===== src/mexp_pkg.sv =====
// ----------------------------------------------------------------------------
// Modular exponentiation package
// Word widths, register indexes, microcode format and program, and the
// modular add shared by the multiplier.
// ----------------------------------------------------------------------------
package mexp_pkg;

  // Port widths are fixed; WIDTH is the arithmetic word (8..64).
  localparam int PORT_W = 64;
  localparam int WIDTH  = 64;
  localparam int CNT_W  = $clog2(WIDTH);
  localparam int PC_W   = 3;
  localparam int IDX_W  = 2;

  localparam logic [WIDTH-1:0] WORD_ONE = WIDTH'(1);

  // Configuration register indexes
  localparam logic [IDX_W-1:0] CFG_MODULUS  = IDX_W'(0);
  localparam logic [IDX_W-1:0] CFG_EXPONENT = IDX_W'(1);

  // Microcode step kinds
  localparam logic [1:0] K_MUL     = 2'd0;
  localparam logic [1:0] K_BR_ZERO = 2'd1;
  localparam logic [1:0] K_BR_EVEN = 2'd2;
  localparam logic [1:0] K_DONE    = 2'd3;

  // Multiplier A operand sources
  localparam logic [1:0] SRC_OPND = 2'd0;
  localparam logic [1:0] SRC_ONE  = 2'd1;
  localparam logic [1:0] SRC_PROD = 2'd2;
  localparam logic [1:0] SRC_BASE = 2'd3;

  // Multiplier B operand sources
  localparam logic B_ONE  = 1'b0;
  localparam logic B_BASE = 1'b1;

  // Destinations
  localparam logic DST_PROD = 1'b0;
  localparam logic DST_BASE = 1'b1;

  typedef struct packed {
    logic [1:0]      kind;
    logic [1:0]      src_a;
    logic            src_b;
    logic            dst;
    logic            shift_exp;
    logic            jmp;
    logic [PC_W-1:0] target;
  } uop_t;

  typedef struct packed {
    logic             go;
    logic [WIDTH-1:0] a;
    logic [WIDTH-1:0] b;
  } mul_req_t;

  typedef struct packed {
    logic             done;
    logic             busy;
    logic [WIDTH-1:0] product;
  } mul_rsp_t;

  // Program:
  //   0: base <- operand * 1 mod n   (reduce operand)
  //   1: prod <- 1 * 1 mod n
  //   2: exponent zero -> 6
  //   3: exponent bit clear -> 5
  //   4: prod <- prod * base mod n
  //   5: base <- base * base mod n, shift exponent, -> 2
  //   6: deliver prod
  function automatic uop_t ucode_rom(input logic [PC_W-1:0] pc);
    uop_t u;
    u = '{kind: K_DONE, src_a: SRC_ONE, src_b: B_ONE, dst: DST_PROD,
          shift_exp: 1'b0, jmp: 1'b0, target: '0};
    case (pc)
      PC_W'(0): begin
        u.kind = K_MUL; u.src_a = SRC_OPND; u.src_b = B_ONE; u.dst = DST_BASE;
      end
      PC_W'(1): begin
        u.kind = K_MUL; u.src_a = SRC_ONE; u.src_b = B_ONE; u.dst = DST_PROD;
      end
      PC_W'(2): begin
        u.kind = K_BR_ZERO; u.target = PC_W'(6);
      end
      PC_W'(3): begin
        u.kind = K_BR_EVEN; u.target = PC_W'(5);
      end
      PC_W'(4): begin
        u.kind = K_MUL; u.src_a = SRC_PROD; u.src_b = B_BASE; u.dst = DST_PROD;
      end
      PC_W'(5): begin
        u.kind = K_MUL; u.src_a = SRC_BASE; u.src_b = B_BASE; u.dst = DST_BASE;
        u.shift_exp = 1'b1; u.jmp = 1'b1; u.target = PC_W'(2);
      end
      default: begin
        u.kind = K_DONE;
      end
    endcase
    return u;
  endfunction

  // (a + b) mod n for b < n
  function automatic logic [WIDTH-1:0] add_mod(input logic [WIDTH-1:0] a,
                                               input logic [WIDTH-1:0] b,
                                               input logic [WIDTH-1:0] n);
    logic [WIDTH-1:0] gap;
    gap = n - b;
    return (a >= gap) ? (a - gap) : (a + b);
  endfunction

endpackage


===== src/mexp_mulmod.sv =====
// ----------------------------------------------------------------------------
// Interleaved modular multiplier
// Bit-serial, MSB first: one doubling step per bit of a, plus one add step
// when that bit is set. One modular add per cycle.
// ----------------------------------------------------------------------------
module mexp_mulmod (
  input  logic                           clk,
  input  logic                           rst_n,
  input  mexp_pkg::mul_req_t             req,
  input  logic [mexp_pkg::WIDTH-1:0]     modulus,
  output mexp_pkg::mul_rsp_t             rsp
);
  import mexp_pkg::*;

  localparam logic PH_DBL = 1'b0;
  localparam logic PH_ADD = 1'b1;

  logic             run_r;
  logic             done_r;
  logic             phase_r;
  logic [CNT_W-1:0] cnt_r;
  logic [WIDTH-1:0] acc_r;
  logic [WIDTH-1:0] a_r;
  logic [WIDTH-1:0] b_r;
  logic             advance;

  assign advance = run_r && ((phase_r == PH_ADD) || !a_r[WIDTH-1]);

  always_ff @(posedge clk) begin
    if (!rst_n) begin
      run_r   <= 1'b0;
      done_r  <= 1'b0;
      phase_r <= PH_DBL;
    end else begin
      done_r <= 1'b0;
      if (req.go) begin
        run_r   <= 1'b1;
        phase_r <= PH_DBL;
      end else if (run_r) begin
        if (phase_r == PH_DBL && a_r[WIDTH-1]) begin
          phase_r <= PH_ADD;
        end else begin
          phase_r <= PH_DBL;
        end
        if (advance && cnt_r == '0) begin
          run_r  <= 1'b0;
          done_r <= 1'b1;
        end
      end
    end
  end

  always_ff @(posedge clk) begin
    if (req.go) begin
      acc_r <= '0;
      a_r   <= req.a;
      b_r   <= req.b;
      cnt_r <= CNT_W'(WIDTH - 1);
    end else if (run_r) begin
      if (phase_r == PH_DBL) begin
        acc_r <= add_mod(acc_r, acc_r, modulus);
      end else begin
        acc_r <= add_mod(acc_r, b_r, modulus);
      end
      if (advance) begin
        a_r   <= a_r << 1;
        cnt_r <= cnt_r - CNT_W'(1);
      end
    end
  end

  assign rsp.done    = done_r;
  assign rsp.busy    = run_r;
  assign rsp.product = acc_r;

endmodule


===== src/modular_exponentiation_core.sv =====
// ----------------------------------------------------------------------------
// Modular exponentiation core
// Right-to-left square-and-multiply, driven by a small microcode program
// over one shared bit-serial modular multiplier.
//
//   channel  ports                                   handshake
//   input    start, busy, in_operand_word            start && !busy
//   result   out_valid, out_power_residue            one-cycle strobe
//   config   cfg_we, cfg_index, cfg_wdata            cfg_we, no wait
//
// Each multiplication runs on the serial multiplier after a launch step: a
// doubling step per bit of its first operand and an add step per set bit.
// An item takes two multiplications to load, then for each exponent bit up
// to the highest set one a squaring and, for set bits, a product step, plus
// two branch steps per bit.
// Reset is synchronous: modulus returns to 1, exponent to 0, core idle.
// The receiver cannot stall: a result is shown for one cycle only.
// ----------------------------------------------------------------------------
module modular_exponentiation_core (
  input  logic                           clk,
  input  logic                           rst_n,
  input  logic                           start,
  output logic                           busy,
  input  logic [mexp_pkg::PORT_W-1:0]    in_operand_word,
  output logic                           out_valid,
  output logic [mexp_pkg::PORT_W-1:0]    out_power_residue,
  input  logic                           cfg_we,
  input  logic [mexp_pkg::IDX_W-1:0]     cfg_index,
  input  logic [mexp_pkg::PORT_W-1:0]    cfg_wdata
);
  import mexp_pkg::*;

  logic [WIDTH-1:0]  modulus_r;
  logic [WIDTH-1:0]  exponent_r;
  logic              busy_r;
  logic              wait_r;
  logic [PC_W-1:0]   pc_r;
  logic              out_valid_r;
  logic [WIDTH-1:0]  result_r;
  logic [WIDTH-1:0]  opnd_r;
  logic [WIDTH-1:0]  prod_r;
  logic [WIDTH-1:0]  base_r;
  logic [WIDTH-1:0]  exp_r;
  logic [PC_W-1:0]   pc_nxt;
  uop_t              uop;
  mul_req_t          mul_req;
  mul_rsp_t          mul_rsp;
  logic              mul_finish;
  logic [WIDTH-1:0]  cfg_val;

  assign cfg_val = cfg_wdata[WIDTH-1:0];

  // Configuration registers; a zero modulus is dropped
  always_ff @(posedge clk) begin
    if (!rst_n) begin
      modulus_r  <= WORD_ONE;
      exponent_r <= '0;
    end else if (cfg_we) begin
      case (cfg_index)
        CFG_MODULUS: begin
          if (cfg_val != '0) begin
            modulus_r <= cfg_val;
          end
        end
        CFG_EXPONENT: begin
          exponent_r <= cfg_val;
        end
        default: begin
        end
      endcase
    end
  end

  assign uop        = ucode_rom(pc_r);
  assign mul_finish = busy_r && uop.kind == K_MUL && wait_r && mul_rsp.done;

  always_comb begin
    pc_nxt = pc_r + PC_W'(1);
    case (uop.kind)
      K_MUL: begin
        if (uop.jmp) begin
          pc_nxt = uop.target;
        end
      end
      K_BR_ZERO: begin
        if (exp_r == '0) begin
          pc_nxt = uop.target;
        end
      end
      K_BR_EVEN: begin
        if (!exp_r[0]) begin
          pc_nxt = uop.target;
        end
      end
      default: begin
      end
    endcase
  end

  always_comb begin
    mul_req.go = busy_r && uop.kind == K_MUL && !wait_r;
    case (uop.src_a)
      SRC_OPND: mul_req.a = opnd_r;
      SRC_ONE:  mul_req.a = WORD_ONE;
      SRC_PROD: mul_req.a = prod_r;
      SRC_BASE: mul_req.a = base_r;
      default:  mul_req.a = WORD_ONE;
    endcase
    mul_req.b = (uop.src_b == B_BASE) ? base_r : WORD_ONE;
  end

  mexp_mulmod u_mulmod (
    .clk     (clk),
    .rst_n   (rst_n),
    .req     (mul_req),
    .modulus (modulus_r),
    .rsp     (mul_rsp)
  );

  // Sequencer
  always_ff @(posedge clk) begin
    if (!rst_n) begin
      busy_r      <= 1'b0;
      wait_r      <= 1'b0;
      pc_r        <= '0;
      out_valid_r <= 1'b0;
    end else begin
      out_valid_r <= 1'b0;
      if (!busy_r) begin
        if (start) begin
          busy_r <= 1'b1;
          pc_r   <= '0;
        end
      end else begin
        case (uop.kind)
          K_MUL: begin
            if (!wait_r) begin
              wait_r <= 1'b1;
            end else if (mul_rsp.done) begin
              wait_r <= 1'b0;
              pc_r   <= pc_nxt;
            end
          end
          K_BR_ZERO, K_BR_EVEN: begin
            pc_r <= pc_nxt;
          end
          K_DONE: begin
            out_valid_r <= 1'b1;
            busy_r      <= 1'b0;
          end
          default: begin
          end
        endcase
      end
    end
  end

  // Datapath words
  always_ff @(posedge clk) begin
    if (!busy_r && start) begin
      opnd_r <= in_operand_word[WIDTH-1:0];
      exp_r  <= exponent_r;
    end else if (mul_finish) begin
      if (uop.dst == DST_BASE) begin
        base_r <= mul_rsp.product;
      end else begin
        prod_r <= mul_rsp.product;
      end
      if (uop.shift_exp) begin
        exp_r <= exp_r >> 1;
      end
    end
    if (busy_r && uop.kind == K_DONE) begin
      result_r <= prod_r;
    end
  end

  assign busy              = busy_r;
  assign out_valid         = out_valid_r;
  assign out_power_residue = PORT_W'(result_r);

`ifndef ASSERT_OFF
  a_start_enters_program: assert property (@(posedge clk) disable iff (!rst_n)
    start && !busy_r |=> busy_r && pc_r == '0)
    else $error("accepted item did not enter the program at step zero");

  a_result_ends_item: assert property (@(posedge clk) disable iff (!rst_n)
    out_valid_r |-> !busy_r && $past(busy_r))
    else $error("result strobe without a finishing item");

  a_mul_launch_idle: assert property (@(posedge clk) disable iff (!rst_n)
    mul_req.go |-> !mul_rsp.busy)
    else $error("multiplier launched while running");

  a_mul_done_awaited: assert property (@(posedge clk) disable iff (!rst_n)
    mul_rsp.done |-> wait_r && busy_r)
    else $error("multiplier finished with no step waiting");
`endif

endmodule


===== config.mk =====
export PLATFORM = sky130hd
export DESIGN_NAME = modular_exponentiation_core
export DESIGN_NICKNAME = d
export VERILOG_FILES = /design/src/mexp_pkg.sv /design/src/mexp_mulmod.sv /design/src/modular_exponentiation_core.sv
export SDC_FILE = /design/constraint.sdc
export NUM_CORES = 2
export LEC_CHECK = 0
export BUFFER_PORTS_ARGS = -buffer_cell sky130_fd_sc_hd__buf_2
export CAP_MARGIN = 30
export CORE_ASPECT_RATIO = 0.7
export CORE_MARGIN = 2
export CORE_UTILIZATION = 30
export CTS_CLUSTER_DIAMETER = 40
export DETAILED_ROUTE_END_ITERATION = 7
export PLACE_DENSITY_LB_ADDON = 0.2
export SYNTH_ARGS = -nofsm -noshare
export SYNTH_HDL_FRONTEND = slang
export SYNTH_SLANG_ARGS = --single-unit

===== constraint.sdc =====
create_clock -name clk -period 9.61 [get_ports clk]
set_input_delay 1.922 -clock clk [delete_from_list [all_inputs] [get_ports clk]]
set_output_delay 1.922 -clock clk [all_outputs]
set_load 0.02 [all_outputs]

==> results.md <==
* Outcome: finished, final reports clean
* CP endpoint kind: register
* DRT iter0 DRCs at 4054
* Top_reg_cell synth: edfxtp_1
* Cell taking the most area after synthesis: edfxtp_1
* Clock insertion delay at the later pin of the skew report at 0.75 ns
* Worst EP required at 10.12 ns
* Core area at 148000 µm²
* CP Launch Point: u_mulmod.b_r[12]
* Maximum vdd ir drop at 0.141 mV
* DP HPWL at 141 mm
* Most frequent CP cell: a21oi_1
* Sequential share of the synthesized area at 0.392
* Clock Pin Slew Worst Setup and Hold Paths at 0.06 ns
* Ratio of cells with drive above 1 in the final layout at 0.0955
* HP Class: reg2reg
* Crit start category: register
* Cts repair resizes at 0
* Initial antenna violation count at 12
* FP Rows at 118
* Post-Synthesis Cell Area at 44900 µm²
* Clock skew at 0.0861 ns
* Layout Nets at 5558
* TNS Setup at 0 ns
* Synth top area share at 0.300
* R2r startpoint: u_mulmod.b_r[12]
* Setup violators final at 0
* Peak Freq at 0.132 GHz
* IO buf count at 199
* Slowest CP cell: a221oi_1
* EDFF count, synth at 448
* Hold Crit Start: prod_r[48]
* RSZ-0062 raised after global routing: false
* CP Max Fanout at 23
* Lkg Pwr at 0.0212 µW
* Drt pass-1 iters at 7
* Top-Level Pins at 200
* Vias in the first global route at 36300
* Least-Margin Pin Slew at 1.14 ns
* Top Family by Delay on Critical Path: compound AO/OA/AOI/OAI gates
* Max-Cap Viols at 0
* Synth top cells by count: nand2_1, edfxtp_1, a21oi_1, nor2_1, ha_1
* Die area at 153000 µm²
* CTS root buffer: clkbuf_16
* Post-Place Cell Area at 47900 µm²
* Gpl congestion at 0.981
* Finished Cell Area at 51400 µm²
* Postcts setup bufs at 0
* Deepest level of the CTS H-tree at 3
* Yosys warns at 0
* Critical path, cell by cell: inv_1, ha_1, a21oi_1, o31ai_1, a21oi_1, a31oi_1, a21oi_1, o21ai_1, or2_1, a221oi_1, inv_1, a21oi_1, xor2_1, ha_1, and2_1, nand4_1, o41ai_1, o31ai_1, a21oi_4, buf_4, mux2i_1, o32a_1, o32ai_1
* Critical path arrival at 8.08 ns
* Pins Over Slew Limit at 0
* CP peak stage delay at 0.52 ns
* Routed length per instance at 25.1 µm
* Clk buf depth at 3
* Vias per cell at 5.50
* CTS tree: done
* Largest net degree at the start of global routing at 102
* CTS Buf Count at 101
* P&R area growth vs syn at 14.7%
* Mapped Cells at 5001
* Chip width at 466 µm
* Async SR Flop Fraction at 0
* Ranking of synthesized cells by area: edfxtp_1, dfxtp_1, ha_1
* Vert. Die Dim at 328 µm
* Most common cell in the netlist: nand2_1
* Fin crit share at 0.788
* GRT Total Usage at 0.229
* WL final at 180 mm
* Mapped Avg Cell Area at 8.97 µm²
* Hold Buf Count CTS at 0
* Power density cells at 255 nW/µm²
* Via Count at 39400
* First-pass GRT wire length at 257 mm
* Filler cells at 15400
* Slew Limit Headroom at 0.235
* Flops & latches, synth at 655
* Unique masters post-synth at 95
* CTS Sinks at 655
* WS Path Type: reg2reg
* ANT nets after route at 0
* Final critical-path required period at 7.57 ns
* DRC viols at 0
* Hold Fails Final Rpt at 0
* Number of buffers and inverters on the critical path at 3
* Syn Nets at 5463
* Starting Density at 0.303
* Grt total ovfl at 0
-- routing by layer --
layer / routed length (µm) / GRT usage
met1: 97000 / 0.389
met2: 61600 / 0.271
met3: 18500 / 0.0653
met4: 2520 / 0.0361
met5: 13 / 0
-- worst reg2reg max path, delay by kind of cell, from the launching register on --
kind	cells	cell delay, ns
DFF	1	0.44
muxes	1	0.38
AOI/OAI and AO/OA	13	3.89
buffers and inverters	3	0.78
xor gates and xnor gates	1	0.10
and+or+nand+nor	3	0.95
adders and majority gates	2	0.79
-- cells by family after synthesis --
family | count (synthesis) | synth area share
compound gates | 1528 | 0.232
mux | 75 | 0.0168
simple gates | 1627 | 0.167
xor+xnor | 299 | 0.0584
fa+ha+maj | 328 | 0.0923
buf+inv | 489 | 0.0416
flops | 655 | 0.392
-- path summary, 6_finish.rpt --
check	slack [ns]	cells after the start	endpoint
setup / recovery	2.04	23	u_mulmod.acc_r[0]
hold reg to reg	0.45	0	out_power_residue[48]
hold / removal	0.45	0	out_power_residue[48]
setup reg to reg	2.04	23	u_mulmod.acc_r[0]
-- flip-flops by register name, summed over array words and instances, names as in the netlist, 6 cells and up --
name and flops:
base_r 64, exp_r 64, exponent_r 64, modulus_r 64, opnd_r 64, out_power_residue 64, prod_r 64, u_mulmod.a_r 64
u_mulmod.acc_r 64, u_mulmod.b_r 64, u_mulmod.cnt_r 6
-- where the power goes --
group | internal (µW) | switching, µW
Combinational | 1920 | 3840
Clock | 2270 | 1540
Sequential | 3260 | 310
Total | 7450 | 5680
-- cell type report --
cell class	instances	area, µm²	share of cell area
diodes	1	2.50	0.0000486
inverters	224	848	0.0165
clock inverters	71	837	0.0163
well taps	1980	2480	0.0482
multi-input cells	3857	25500	0.496
repair buffers	257	1500	0.0291
clock buffers	117	2670	0.0519
flip-flops and latches	655	17600	0.342
-- stage by stage --
| step | utilization | setup WS, ns | hold WS [ns] | power [µW] | instances |
|---|---|---|---|---|---|
| 2_1_floorplan | - | 2.85 | 0.427 | 7260 | 5001 |
| 3_3_place_gp | 0.323 | 2.18 | 0.434 | 9220 | 6970 |
| 3_5_place_dp | 0.323 | 2.13 | 0.436 | 9160 | 6973 |
| 4_1_cts | 0.347 | 2.13 | 0.451 | 13000 | 7161 |
| 5_1_grt | 0.347 | 1.66 | 0.456 | 13800 | 7161 |
| 6_report | 0.347 | 2.04 | 0.453 | 13100 | 7162 |
-- placed cells by master, fill, tap and decap left out, types with 72 or more instances in the layout --
| cell type | n |
|---|---|
| a21oi_1 | 378 |
| o211ai_1 | 79 |
| nand2_1 | 684 |
| and2_1 | 80 |
| xnor2_1 | 162 |
| edfxtp_1 | 448 |
| nand3_1 | 75 |
| mux2i_1 | 73 |
| inv_1 | 221 |
| nand4_1 | 89 |
| a22o_1 | 72 |
| dfxtp_1 | 205 |
| buf_2 | 198 |
| o21ai_1 | 74 |
| clkbuf_16 | 103 |
| o21ai_0 | 154 |
| a21boi_0 | 76 |
| nor2b_1 | 98 |
| a221oi_1 | 76 |
| ha_1 | 322 |
| nor2_1 | 352 |
| xor2_1 | 137 |
| a21o_1 | 223 |
Note: power is estimated with default switching activity, not from simulation.
